==> config.mk <==
export PLATFORM = sky130hd
export DESIGN_NAME = pltbl_lerp
export DESIGN_NICKNAME = d
export VERILOG_FILES = /design/src/pltbl_pkg.sv /design/src/pltbl_lerp.sv
export SDC_FILE = /design/constraint.sdc
export NUM_CORES = 1
export LEC_CHECK = 0
export BUFFER_PORTS_ARGS = -buffer_cell sky130_fd_sc_hd__buf_4
export CAP_MARGIN = 20
export CELL_PAD_IN_SITES_DETAIL_PLACEMENT = 0
export CELL_PAD_IN_SITES_GLOBAL_PLACEMENT = 1
export CORE_MARGIN = 2
export CORE_UTILIZATION = 48
export DETAILED_ROUTE_END_ITERATION = 10
export PLACE_DENSITY = 0.78
export REMOVE_ABC_BUFFERS = 1
export SLEW_MARGIN = 30
export SYNTH_ARGS = -nofsm -noshare
export SYNTH_HDL_FRONTEND = slang
export SYNTH_SLANG_ARGS = --single-unit
==> constraint.sdc <==
create_clock -name clk -period 9.45 [get_ports clk]
set_clock_uncertainty 0.05 [all_clocks]
set_input_delay 0.945 -clock clk [delete_from_list [all_inputs] [get_ports clk]]
set_output_delay 0.945 -clock clk [all_outputs]
set_load 0.05 [all_outputs]
==> src/pltbl_pkg.sv <==
// Shared types, codes and sizes for the piecewise-linear breakpoint table.
`default_nettype none
package pltbl_pkg;

  // Table depth and the widths that follow from it.
  localparam int MaxPoints = 64;
  localparam int AW        = $clog2(MaxPoints);
  localparam int CW        = $clog2(MaxPoints + 1);

  // Arithmetic widths for the interpolation unit.
  localparam int DW = 33;
  localparam int PW = 2 * DW;
  localparam int NW = $clog2(PW + 1);

  // Operation codes.
  localparam logic [1:0] FUNC_ADD   = 2'd0;
  localparam logic [1:0] FUNC_REM   = 2'd1;
  localparam logic [1:0] FUNC_CLR   = 2'd2;
  localparam logic [1:0] FUNC_QUERY = 2'd3;

  // Status codes.
  localparam logic [2:0] ST_OK    = 3'd0;
  localparam logic [2:0] ST_RANGE = 3'd1;
  localparam logic [2:0] ST_BAD   = 3'd2;
  localparam logic [2:0] ST_FULL  = 3'd3;
  localparam logic [2:0] ST_ZW    = 3'd4;
  localparam logic [2:0] ST_SAT   = 3'd5;

  // Main sequencer states.
  typedef enum logic [3:0] {
    S_IDLE,
    S_ADD_RD,
    S_ADD,
    S_REM_RD,
    S_REM,
    S_Q0,
    S_QSCAN,
    S_MATH,
    S_DONE
  } seq_state_t;

  // Interpolation unit states.
  typedef enum logic [1:0] {
    L_IDLE,
    L_MUL,
    L_DIV,
    L_FIN
  } lerp_state_t;

  // One stored breakpoint.
  typedef struct packed {
    logic signed [31:0] x;
    logic signed [31:0] y;
  } point_t;

  // Result handed back by the interpolation unit.
  typedef struct packed {
    logic               done;
    logic               sat;
    logic signed [31:0] y;
  } lerp_res_t;

endpackage
`default_nettype wire

==> src/pltbl_lerp.sv <==
// Multi-cycle interpolation unit: shift-add multiply, then restoring divide.
`default_nettype none
module pltbl_lerp (
  input  wire logic               clk,
  input  wire logic               rst_n,
  input  wire logic               start,
  input  wire logic signed [31:0] q,
  input  wire pltbl_pkg::point_t  p0,
  input  wire pltbl_pkg::point_t  p1,
  output pltbl_pkg::lerp_res_t    res
);
  import pltbl_pkg::*;

  lerp_state_t state_r, state_nxt;
  logic [NW-1:0]      step_r;
  logic [DW-1:0]      dq_r, dx_r, mag_r, quot_r, rem_r;
  logic [PW-1:0]      prod_r;
  logic               neg_r;
  logic signed [31:0] y0_r;
  logic signed [31:0] y_out_r;
  logic               sat_r;

  logic signed [DW-1:0] dy;
  logic [DW:0]          trial;
  logic                 fits;
  logic signed [DW:0]   sum;

  assign dy    = DW'(p1.y) - DW'(p0.y);
  assign trial = {rem_r, prod_r[PW-1]};
  assign fits  = trial >= {1'b0, dx_r};
  assign sum   = neg_r ? ((DW+1)'(y0_r) - (DW+1)'({1'b0, quot_r}))
                       : ((DW+1)'(y0_r) + (DW+1)'({1'b0, quot_r}));

  // Next state.
  always_comb begin
    state_nxt = state_r;
    case (state_r)
      L_IDLE: if (start) state_nxt = L_MUL;
      L_MUL:  if (step_r == NW'(DW - 1)) state_nxt = L_DIV;
      L_DIV:  if (step_r == NW'(PW - 1)) state_nxt = L_FIN;
      L_FIN:  state_nxt = L_IDLE;
      default: state_nxt = L_IDLE;
    endcase
  end

  always_ff @(posedge clk) begin
    if (!rst_n) begin
      state_r <= L_IDLE;
    end else begin
      state_r <= state_nxt;
    end
  end

  // Datapath: one product bit or one quotient bit per cycle.
  always_ff @(posedge clk) begin
    case (state_r)
      L_IDLE: begin
        if (start) begin
          dq_r   <= DW'(q) - DW'(p0.x);
          dx_r   <= DW'(p1.x) - DW'(p0.x);
          neg_r  <= dy[DW-1];
          mag_r  <= dy[DW-1] ? DW'(-dy) : DW'(dy);
          y0_r   <= p0.y;
          prod_r <= '0;
          step_r <= '0;
        end
      end
      L_MUL: begin
        prod_r <= (prod_r << 1) + (mag_r[DW-1] ? PW'(dq_r) : PW'(0));
        mag_r  <= mag_r << 1;
        if (step_r == NW'(DW - 1)) begin
          step_r <= '0;
          rem_r  <= '0;
          quot_r <= '0;
        end else begin
          step_r <= step_r + NW'(1);
        end
      end
      L_DIV: begin
        prod_r <= prod_r << 1;
        rem_r  <= fits ? DW'(trial - {1'b0, dx_r}) : trial[DW-1:0];
        quot_r <= {quot_r[DW-2:0], fits};
        step_r <= step_r + NW'(1);
      end
      L_FIN: begin
        // Clamp to the 32-bit signed range.
        if (sum > (DW+1)'(33'sh0_7FFF_FFFF)) begin
          y_out_r <= 32'sh7FFF_FFFF;
          sat_r   <= 1'b1;
        end else if (sum < -(DW+1)'(34'sh0_8000_0000)) begin
          y_out_r <= 32'sh8000_0000;
          sat_r   <= 1'b1;
        end else begin
          y_out_r <= sum[31:0];
          sat_r   <= 1'b0;
        end
      end
      default: ;
    endcase
  end

  // Done pulses the cycle after the final stage.
  logic done_r;
  always_ff @(posedge clk) begin
    if (!rst_n) begin
      done_r <= 1'b0;
    end else begin
      done_r <= (state_r == L_FIN);
    end
  end

  assign res.done = done_r;
  assign res.sat  = sat_r;
  assign res.y    = y_out_r;

endmodule
`default_nettype wire

**Yosys cells after proc, flatten, opt, wreduce, memory -nomap -nowiden**

Index checks and enable logic that the tools add are counted.

- Bits in registers: 307
- Input bits: 163
- Output and inout bits: 34
- Word-level logic and storage cells: 62

- $add $sub $neg: 9
- Order comparisons: 3
- Equal/unequal tests: 8
- Mux-type cells: 20
- Reductions and logical operators: 9

Operators by type and width:

| operator | number |
|---|---|
| 33-bit one-hot mux with 2 select lines | 3 |
| 66-bit one-hot mux with 3 select lines | 1 |
| 33-bit 2-to-1 mux | 5 |
| 32-bit by 32-bit subtractor with 33-bit output | 3 |
| 66-bit by 33-bit adder with 66-bit output | 1 |
| 66-bit 2-to-1 mux | 1 |
| 34-bit by 33-bit adder with 34-bit output | 1 |
| 34-bit by 33-bit greater-or-equal comparator with 1-bit output | 1 |
| 34-bit by 32-bit greater-than comparator with 1-bit output (second input constant) | 1 |
| 34-bit by 32-bit less-than comparator with 1-bit output (second input constant) | 1 |
| 34-bit 2-to-1 mux | 1 |
| 34-bit by 33-bit subtractor with 34-bit output | 1 |
| 33-bit negator | 1 |
| 33-bit subtractor | 1 |
| 32-bit 2-to-1 mux | 1 |
| 7-bit one-hot mux with 3 select lines | 1 |
| 7-bit 2-to-1 mux | 2 |
| 2-bit one-hot mux with 4 select lines | 1 |
| 2-bit AND reduction | 4 |
| 7-bit by 1-bit adder with 7-bit output (second input constant) | 1 |
| 7-bit by 6-bit equality test with 1-bit output (second input constant) | 1 |
| 7-bit equality test (second input constant) | 1 |
| 2-bit 2-to-1 mux | 3 |
| 2-bit inequality test (second input constant) | 3 |
| other kinds (7) | 9 |

**Longest topological paths before layout**

Gate-level depths: netlist (run 1).

- Depth in word-level cells: 5
- Mapped depth: 21
- Gate-level depth less buffers: 20

**Worst setup path after synthesis (run 1)**

No wires, ideal clock.

- Path type: reg-to-reg
- Start: register state_r[1]
- End: register prod_r[0], enable pin
- Library setup time: 605 ps
- Arrival time: 6192 ps
- Data required time: 8795 ps
- Path slack: 2603 ps
- Cell stages (with the launch flop): 6
- Buffers on the path: 1
- Clock period less this slack: 6847 ps
- Cell sequence: dfxtp_1 inv_1 ha_1 inv_1 clkbuf_1 o21ai_0

- Longest elaborated chain between the ends: 3
- Elaborated cells between the ends (all ways): 6
- Classes of those cells: eq/ne: 3; reduce/logical: 3

Ends and longest elaborated chain:

| what | RTL line | text |
|---|---|---|
| start: declaration | pltbl_lerp.sv:14 | `lerp_state_t state_r, state_nxt;` |
| start signal: assignment | pltbl_lerp.sv:50 | `state_r <= state_nxt;` |
| 2-bit by 1-bit equality test with 1-bit output (tied with other cells) | pltbl_lerp.sv:56 | `case (state_r)` |
| 3-bit nonzero test (no source line) or 2-bit inequality test (tied branches) | - |  |
| 2-bit AND reduction (no source line) (*) | - |  |
| end signal: assignment | pltbl_lerp.sv:69 | `prod_r <= (prod_r << 1) + (mag_r[DW-1] ? PW'(dq_r) : PW'(0));` |
| end signal: assignment | pltbl_lerp.sv:80 | `prod_r <= prod_r << 1;` |
| end: declaration | pltbl_lerp.sv:17 | `logic [PW-1:0] prod_r;` |

Mark *: on every way between the ends. The rest lies on a longest branch, timed or not.
A chain may end at the register's enable or synchronous reset.

**Final worst setup path (run 1)**

- Start: register quot_r[3]
- End: register y_out_r[17] (data pin)

- Longest elaborated chain between the ends: 4
- Elaborated cells between the ends (all ways): 6
- Classes of those cells: add/sub: 2; order compare: 2; mux: 2

Ends and longest elaborated chain:

| what | RTL line | text |
|---|---|---|
| start: declaration | pltbl_lerp.sv:16 | `logic [DW-1:0] dq_r, dx_r, mag_r, quot_r, rem_r;` |
| start signal: assignment | pltbl_lerp.sv:82 | `quot_r <= {quot_r[DW-2:0], fits};` |
| 34-bit by 33-bit adder with 34-bit output or 34-bit by 33-bit subtractor with 34-bit output (tied branches) | pltbl_lerp.sv:32, pltbl_lerp.sv:31 |  |
| 34-bit 2-to-1 mux (*) | pltbl_lerp.sv:31 | `assign sum = neg_r ? ((DW+1)'(y0_r) - (DW+1)'({1'b0, quot_r}))` |
| 34-bit by 32-bit less-than comparator with 1-bit output | pltbl_lerp.sv:90 | `end else if (sum < -(DW+1)'(34'sh0_8000_0000)) begin` |
| 32-bit 2-to-1 mux | pltbl_lerp.sv:90 |  |
| end signal: assignment | pltbl_lerp.sv:94 | `y_out_r <= sum[31:0];` |
| end: declaration | pltbl_lerp.sv:20 | `logic signed [31:0] y_out_r;` |

Marks and branches as above.

==> reports/results.ini, run 1 <==
[worst_setup_path]
path_class = reg2reg
cpLargestDelayFamily = compound AO/OA/AOI/OAI gates
max_stage_delay_ns = 0.70
critPathBufInv = 0
slowest_stage = o211ai_4
cp.depth = 18
crit_chain = nor3_1 -> nand3b_1 -> or3_1 -> o41ai_1 -> o21ai_0 -> nor2_1 -> o21ai_0 -> xnor2_1 -> ha_1 -> and3_1 -> nand2_1 -> nor4_1 -> o31ai_1 -> a31oi_1 -> mux2i_1 -> nand2_1 -> o211ai_4 -> o21ai_0
r2r_cells = 18
cp_common_cell = o21ai_0
required_ns = 9.66
worst_setup_path_end_kind = flip-flop
arrival_ns = 6.62
worstSetupStartpointType = flip-flop
crit_fanout = 27

[synth]
syn_inst = 2614
ys_types = 108
async_flop_share_pct = 0
synth_edf_count = 304
ys_warn_count = 0
ys.flop_type = edfxtp_1
synth-seq-cells = 307
netlist_area_sq_um = 24450
ys_seq_area_share_pct = 37.58
syn-mean-instance-area_sq_um = 9.354

[power]
power_density_nw_per_um2 = 336.1
swShare_pct = 43.21
power_frac_clock_pct = 16.4
seqPwrFrac_pct = 29.0
p_comb_share_pct = 54.6
vdd_ir_drop_max_mv = 0.2924
total_power_mw = 9.397
p_sw_mw = 4.060
internal-power_mw = 5.337
power_leakage_nw = 11.64

[finish]
final_cell_mix = edfxtp_1 (304), nor2_1 (249), a21oi_1 (213), buf_4 (213), ha_1 (202)
area_growth_pct = 14.33
drive_gt1_share_pct = 13.54
nNetsFinal = 3166
diodes = 0
final_common_cell = edfxtp_1

[clock_network]
cts_resized = 0
ctsHoldBuffers = 0
cts_root_buffer = clkbuf_16
postCtsSetupRepairBufs = 0
cts_tree = yes
numCtsBuffers = 37
clock-sinks = 307
htreeDepth = 2
ctsLongestPathBuffers = 3
clk_pin_slew_ns = 0.06
clock_latency_ns = 0.56

[timing]
rsz0062_at_grt = no
clock.fmax_ghz = 0.1559
report.final.slew_viol_count = 0
setup_tns_ns = 0
worst_pin_slew_ns = 0.8278
period_needed_ns = 6.414
fin_crit_sh_pct = 67.87
hold_viol = 0
setup_violations = 0
holdWs_ns = 0.4756
setup_ws_ns = 3.036
maxSlewHeadroom_pct = 43.39

[route]
wire_per_inst_microns = 18.75
vias = 20210
drc_errors = 0
vias_per_cell = 5.785
drtIter0Drc = 1275
ant_nets = 0
first_pass_iters = 5
wl_microns = 65520

[floorplanning]
rows = 82
ios = 197
initial_core_util_pct = 48.64
fp.dieH_microns = 229.7
core_sq_um = 50270
die_area_sq_um = 52760
chipWidth_microns = 229.7

[placed_design]
gp_congestion = 0.9114
dp_worst_setup_slack_ns = 2.939
io_buffers = 196
hpwl_microns = 49560

[global_route]
antenna_found_initial = 0
grt_max_degree = 74
grt_use_total_pct = 24.28
grt_pass1_vias = 19370
grt-ovfl-total = 0
grt_pass1_wl_microns = 102700

[run_status]
status = complete, no violations

[min_path]
hold-path-cell-count = 2
hold_path.class = reg2reg

[run]
drv_cap = 0

==> worst reg2reg max path, stage by stage, from the launching register on <==
cell      delay, ns
edfxtp_1       0.46
nor3_1         0.37
nand3b_1       0.19
or3_1          0.44
o41ai_1        0.59
o21ai_0        0.33
nor2_1         0.33
o21ai_0        0.18
xnor2_1        0.16
ha_1           0.35
and3_1         0.27
nand2_1        0.12
nor4_1         0.33
o31ai_1        0.19
a31oi_1        0.27
mux2i_1        0.26
nand2_1        0.32
o211ai_4       0.70
o21ai_0        0.21
==> layer usage <==
metal | wire length [microns] | share of wire, % | global-route usage, %
met5 | 0 | 0 | 0
met4 | 2075 | 3.2 | 7.681
met3 | 2976 | 4.5 | 3.708
met2 | 31340 | 48 | 41.61
met1 | 29130 | 44 | 31.55
==> power by group through the flow <==
stage / Clock [mW] / Combinational, mW / Sequential [mW]
after floorplan: 0 / 3.78 / 2.78
after CTS: 1.58 / 5.07 / 2.74
after global placement: 0 / 4.96 / 2.74
after global routing: 1.63 / 5.73 / 2.79
after detailed placement: 0 / 5.04 / 2.76
final: 1.54 / 5.13 / 2.73
==> flip-flops by register name, summed over array words and instances, names as in the netlist <==
register and count:
neg_r 1, done_r 1, y_out_r 32, prod_r 66, dq_r 33, rem_r 33
step_r 7, dx_r 33, mag_r 33, state_r 2, quot_r 33, y0_r 32
sat_r 1
==> final timing paths <==
kind	to	slack [ns]	from
min reg2reg	mag_r[26]	0.48	mag_r[25]
max reg2reg	y_out_r[17]	3.04	quot_r[3]
min	mag_r[26]	0.48	mag_r[25]
max	y_out_r[17]	3.04	quot_r[3]
==> Yosys cell counts (all sizes together) (20+ instances only) <==
library cell / instances / area [sq um]
a21o: 93 / 698.2
a211oi: 23 / 210.2
and2: 77 / 481.7
inv: 185 / 694.4
and3: 31 / 193.9
nor2: 251 / 942.2
o211ai: 21 / 172.7
a22oi: 22 / 178.9
a31oi: 58 / 375.4
mux2i: 20 / 200.2
o21a: 37 / 279.0
mux2: 22 / 251.5
nor2b: 31 / 193.9
buf: 20 / 117.6
nand3: 60 / 310.3
nand4: 30 / 187.7
edfxtp: 304 / 9129
a21oi: 215 / 1084
o31ai: 24 / 205.2
o21bai: 22 / 168.9
ha: 203 / 2540
xor2: 63 / 559.3
nand2: 161 / 604.3
clkbuf: 54 / 215.2
xnor2: 141 / 1235
nand2b: 37 / 239.0
nor3: 58 / 310.3
o21ai: 134 / 678.2
==> cells by family after synthesis <==
| family | Yosys count | share of synthesized area, % |
|---|---|---|
| and+or+nand+nor | 821 | 16.77 |
| AOI/OAI and AO/OA | 771 | 21.34 |
| xor gates and xnor gates | 204 | 7.338 |
| DFF | 307 | 37.58 |
| muxes | 42 | 1.847 |
| adders and majority gates | 209 | 10.88 |
| buffers and inverters | 260 | 4.242 |
==> area by class of cell <==
cell class	count	area (sq um)
repair buffers	216	1649
clock inverters	19	284.0
well taps	672	840.8
multi-input cells	2047	14290
clock buffers	48	1010
inverters	185	696.9
flip-flops and latches	307	9189
fillers	4538	22320
==> per-stage QoR <==
stage	cell area, sq um	util (%)	cells
2_1_floorplan	24110	-	2539
3_3_place_gp	26600	52.92	3425
3_5_place_dp	26600	52.92	3425
4_1_cts	27900	55.49	3492
5_1_grt	27960	55.61	3494
6_report	27960	55.61	3494
Note: power is estimated with default switching activity, not from simulation.
==> run 2, diff against run 1 <==
Clock period 9.45 ns to 6.3 ns, I/O delays scaled along.
==> reports/results.ini, run 2 (synthesized netlist as in run 1, its figures left out) <==
[run]
drv_cap = 0

[timing]
clock.fmax_ghz = 0.1810
maxSlewHeadroom_pct = 37.86
period_needed_ns = 5.524
holdWs_ns = 0.2097
fin_crit_sh_pct = 87.68
worst_pin_slew_ns = 0.9264
report.final.slew_viol_count = 0
setup_violations = 0
hold_viol = 0
rsz0062_at_grt = no

[worst_setup_path]
arrival_ns = 5.74
worst_setup_path_end_kind = flip-flop
critPathBufInv = 2
crit_fanout = 26
max_stage_delay_ns = 0.46
slowest_stage = edfxtp_1
r2r_slack_ns = 0.78
path_class = reg2reg
worstSetupStartpointType = flip-flop
required_ns = 6.52
cp_common_cell = o21ai_0
crit_chain = nor3_1 -> nand3b_1 -> or3_1 -> o41ai_1 -> buf_4 -> o21ai_0 -> nor2_1 -> o21ai_0 -> xnor2_1 -> ha_1 -> and3_1 -> nand2_1 -> nor4_1 -> o31ai_1 -> a31oi_1 -> mux2i_1 -> nand2_1 -> a22oi_4 -> buf_4 -> o21ai_0
cpLargestDelayFamily = simple AND/OR/NAND/NOR gates

[floorplanning]
core_sq_um = 50270
die_area_sq_um = 52760
fp.dieH_microns = 229.7
chipWidth_microns = 229.7
initial_core_util_pct = 48.64
rows = 82
ios = 197

[finish]
final_cell_mix = edfxtp_1 (304), nor2_1 (249), buf_4 (218), a21oi_1 (213), ha_1 (202)
final_common_cell = edfxtp_1
largest_reg_flops = 66
seq_area_sq_um = 9189
largest_register = prod_r
diodes = 0
fillers = 4539
nNetsFinal = 3171
fin_util_pct = 55.69
area_growth_pct = 14.49
multi_input_area_sq_um = 14280
drive_gt1_share_pct = 13.66

[global_route]
grt_pass1_wl_microns = 103300
antenna_found_initial = 0
grt_max_degree = 74
grt-ovfl-total = 0
grt_use_total_pct = 24.20
grt_pass1_vias = 19560

[placed_design]
hpwl_microns = 49620
gp_congestion = 0.9152
io_buffers = 196

[clock_network]
postCtsSetupRepairBufs = 0
ctsLongestPathBuffers = 3
cts_root_buffer = clkbuf_16
ctsHoldBuffers = 0
cts_resized = 0
clk_pin_slew_ns = 0.06
htreeDepth = 2
clock-sinks = 307
cts_tree = yes
clock_latency_ns = 0.56
numCtsBuffers = 36

[route]
first_pass_iters = 5
drtIter0Drc = 1255
wl_microns = 64960
drc_errors = 0
ant_nets = 0
vias_per_cell = 5.745
wire_per_inst_microns = 18.58
vias = 20090

[min_path]
hold_path.class = in2reg

[power]
power_leakage_nw = 11.67
power_density_nw_per_um2 = 503.8
power_frac_clock_pct = 16.3
swShare_pct = 42.83
p_sw_mw = 6.040
seqPwrFrac_pct = 29.0
vdd_ir_drop_max_mv = 0.3036
internal-power_mw = 8.063
p_comb_share_pct = 54.6

[run_status]
status = complete, no violations

## run 2: cell count changes in the layout (fill, tap and decap cells not counted), moves of 2 or more
cell and delta:
bufinv_16 +2, inv_6 +2, clkinvlp_4 -2, buf_4 +5, clkbuf_1 -5, clkinv_1 +5, clkbuf_16 -2, clkinv_2 -2
## run 2: worst register-to-register path, cell delays in order, from the launching register on
cell	delay [ns]
edfxtp_1	0.46
nor3_1	0.31
nand3b_1	0.16
or3_1	0.43
o41ai_1	0.36
buf_4	0.18
o21ai_0	0.15
nor2_1	0.18
o21ai_0	0.12
xnor2_1	0.15
ha_1	0.35
and3_1	0.28
nand2_1	0.13
nor4_1	0.28
o31ai_1	0.16
a31oi_1	0.24
mux2i_1	0.25
nand2_1	0.30
a22oi_4	0.24
buf_4	0.29
o21ai_0	0.16
## run 2: power by group through the flow
stage,clock network (mW),logic [mW],registers [mW]
after floorplan,0,5.67,4.17
after CTS,2.37,7.66,4.11
after global placement,0,7.48,4.12
after global routing,2.44,8.61,4.19
after detailed placement,0,7.61,4.14
final,2.31,7.71,4.09
## run 2: final cells by class
cell class	count	share of cell area, %
Clock inverter	23	1.256
Clock buffer	41	3.361
Sequential cell	307	32.82
Inverter	185	2.489
Tap cell	672	3.003
Timing Repair Buffer	222	6.065
Multi-Input combinational cell	2047	51.00
## run 2: through the flow
| step | setup WS, ns | std cells | area (sq um) | setup TNS [ns] | total power [mW] |
|---|---|---|---|---|---|
| 2_1_floorplan | -1.263 | 2539 | 24110 | -123.04 | 9.844 |
| 3_3_place_gp | 0.9419 | 3431 | 26650 | 0 | 11.60 |
| 3_5_place_dp | 0.8276 | 3431 | 26650 | 0 | 11.75 |
| 4_1_cts | 0.7699 | 3495 | 27940 | 0 | 14.15 |
| 5_1_grt | 0.2074 | 3497 | 28000 | 0 | 15.25 |
| 6_report | 0.7762 | 3497 | 28000 | 0 | 14.10 |
## run 2: final timing paths
kind             start  cells past startpoint          end
max reg2reg  quot_r[3]                     20  y_out_r[19]
min reg2reg  mag_r[25]                      2    mag_r[26]
max          quot_r[3]                     20  y_out_r[19]
min              p0[0]                      1      y0_r[0]
## run 2: routing by layer
metal / vias up / routed length (microns) / global-route usage [%]
met4: 0 / 1608 / 6.754
met3: 86 / 3086 / 3.485
met1: 9477 / 28680 / 31.46
li1: 10030 / - / -
met5: - / 0 / 0
met2: 504 / 31580 / 42.00
==> run 3, diff against run 2 <==
Settings changed: CORE_UTILIZATION 48 to 49, CTS_BUF_LIST set to sky130_fd_sc_hd__clkbuf_4, PLACE_DENSITY 0.78 to 0.79.
==> reports/results.ini, run 3 (synthesized netlist as in run 1, its figures left out) <==
[placed_design]
post-place-cells = 3421
dp_worst_setup_slack_ns = 0.6820
hpwl_microns = 49760
gp_congestion = 0.9177
io_buffers = 196

[floorplanning]
ios = 197
rows = 81
core_sq_um = 49050
fp.dieH_microns = 227.4
die_area_sq_um = 51710
initial_core_util_pct = 49.85
chipWidth_microns = 227.4

[worst_setup_path]
r2r_slack_ns = 0.59
slowest_stage = edfxtp_1
setup.worst_path.start = quot_r[3]
cp_common_cell = o21ai_0
path_class = reg2reg
crit_end = y_out_r[11]
reg2reg_from = quot_r[3]
worstSetupStartpointType = flip-flop
required_ns = 6.78
max_stage_delay_ns = 0.46
crit_fanout = 26
crit_chain = nor3_1 -> nand3b_1 -> or3_1 -> o41ai_1 -> buf_4 -> o21ai_0 -> nor2_1 -> o21ai_0 -> xnor2_1 -> ha_1 -> and3_1 -> nand2_1 -> nor4_1 -> o31ai_1 -> a31oi_1 -> mux2i_1 -> nand2_1 -> a22oi_4 -> buf_4 -> o21ai_0
r2r_cells = 20
arrival_ns = 6.19
worst_setup_path_end_kind = flip-flop
reg2reg_to = y_out_r[11]

[timing]
clock.fmax_ghz = 0.1752
fin_crit_sh_pct = 90.59
setup_violations = 0
period_needed_ns = 5.707
rsz0062_at_grt = no
setup_ws_ns = 0.5927
worst_pin_slew_ns = 0.9275
hold_viol = 0
report.final.slew_viol_count = 0
setup_tns_ns = 0
maxSlewHeadroom_pct = 38.10

[route]
drtIter0Drc = 1216
ant_nets = 0
wl_microns = 65700
first_pass_iters = 7
wire_per_inst_microns = 18.18
drc_errors = 0
vias_per_cell = 5.718
vias = 20660

[global_route]
grt_pass1_wl_microns = 102500
grt_use_met2_pct = 42.15
grt-busiest-layer = met2
grt_max_degree = 78
grt_use_total_pct = 25.05
met3_usage_pct = 3.988
use_met1_pct = 33.00
grt_pass1_vias = 19690
grt-ovfl-total = 0
antenna_found_initial = 1

[power]
p_comb_share_pct = 56.5
power_leakage_nw = 11.84
p_sw_mw = 6.083
internal-power_mw = 7.619
vdd_ir_drop_max_mv = 0.3428
total_power_mw = 13.70
power_density_nw_per_um2 = 487.0
seqPwrFrac_pct = 29.8
swShare_pct = 44.40
power_frac_clock_pct = 13.7

[finish]
seq_area_sq_um = 9189
final_cell_mix = edfxtp_1 (304), nor2_1 (249), buf_4 (216), a21oi_1 (213), ha_1 (202)
final_common_cell = edfxtp_1
area_growth_pct = 15.06
fillers = 4507
drive_gt1_share_pct = 15.64
largest_register = prod_r
final_cells = 3613
nNetsFinal = 3252
largest_reg_flops = 66
multi_input_area_sq_um = 14280

[run_status]
status = complete, no violations

[clock_network]
cts_root_buffer = clkbuf_4
ctsHoldBuffers = 33
cts_resized = 0
cts_tree = yes
clk_pin_slew_ns = 0.07
clock_latency_ns = 0.80
postCtsSetupRepairBufs = 0
clock-sinks = 307
numCtsBuffers = 86
htreeDepth = 3
ctsLongestPathBuffers = 3

[run]
drv_cap = 0

[min_path]
hold_path.class = in2reg

[run 3: changes by cell type in the layout (fill, tap and decap cells not counted), moves of 4 or more]
cell,delta
clkbuf_4,+115
clkinv_1,+18
dlygate4sd3_1,+33
clkbuf_1,-4
clkinv_2,+8
clkbuf_16,-37
bufinv_16,-6
[run 3: per-layer routing]
layer  wire, microns  vias to the layer above
met5               0                        -
met4            1559                        0
met3            3680                       90
met2           30920                      595
met1           29550                     9709
li1                -                    10270
[run 3: worst min-delay path by stage]
stage	cells past startpoint	end	from	slack (ns)
4_1_cts	3	dx_r[0]	p0[32]	0.14
5_1_grt	3	dx_r[0]	p0[32]	0.15
3_5_place_dp	2	mag_r[17]	mag_r[16]	0.47
3_3_place_gp	2	mag_r[14]	mag_r[13]	0.46
6_report	3	dx_r[0]	p0[32]	0.22
2_1_floorplan	2	state_r[0]	state_r[0]	0.45
[run 3: cell type report]
cell class	instances	share of cell area [%]
well taps	664	2.953
multi-input cells	2047	50.74
diodes	1	0.008894
repair buffers	253	7.213
flip-flops and latches	307	32.66
clock inverters	41	0.8761
inverters	185	2.477
clock buffers	115	3.068
[run 3: metrics by stage]
step	hold slack, ns	instance area (sq um)	util, %
after floorplan	0.4452	24110	-
after global placement	0.4602	26620	54.26
after detailed placement	0.4674	26640	54.32
after CTS	0.1422	28080	57.25
after global routing	0.1532	28140	57.36
final	0.2202	28140	57.36
[run 3: power by group through the flow]
stage | Sequential (mW) | Combinational (mW) | Clock (mW)
2_1_floorplan | 4.17 | 5.67 | 0
3_3_place_gp | 4.11 | 7.45 | 0
3_5_place_dp | 4.14 | 7.59 | 0
4_1_cts | 4.10 | 7.66 | 1.94
5_1_grt | 4.18 | 8.63 | 2.04
6_report | 4.09 | 7.74 | 1.88
[run 3: worst max-delay path, delay by kind of cell (launching register included)]
family / cells / cell delay, ns
compound gates: 7 / 1.46
xor+xnor: 1 / 0.16
fa+ha+maj: 1 / 0.34
buf+inv: 2 / 0.47
flops: 1 / 0.46
mux: 1 / 0.29
simple gates: 8 / 2.24
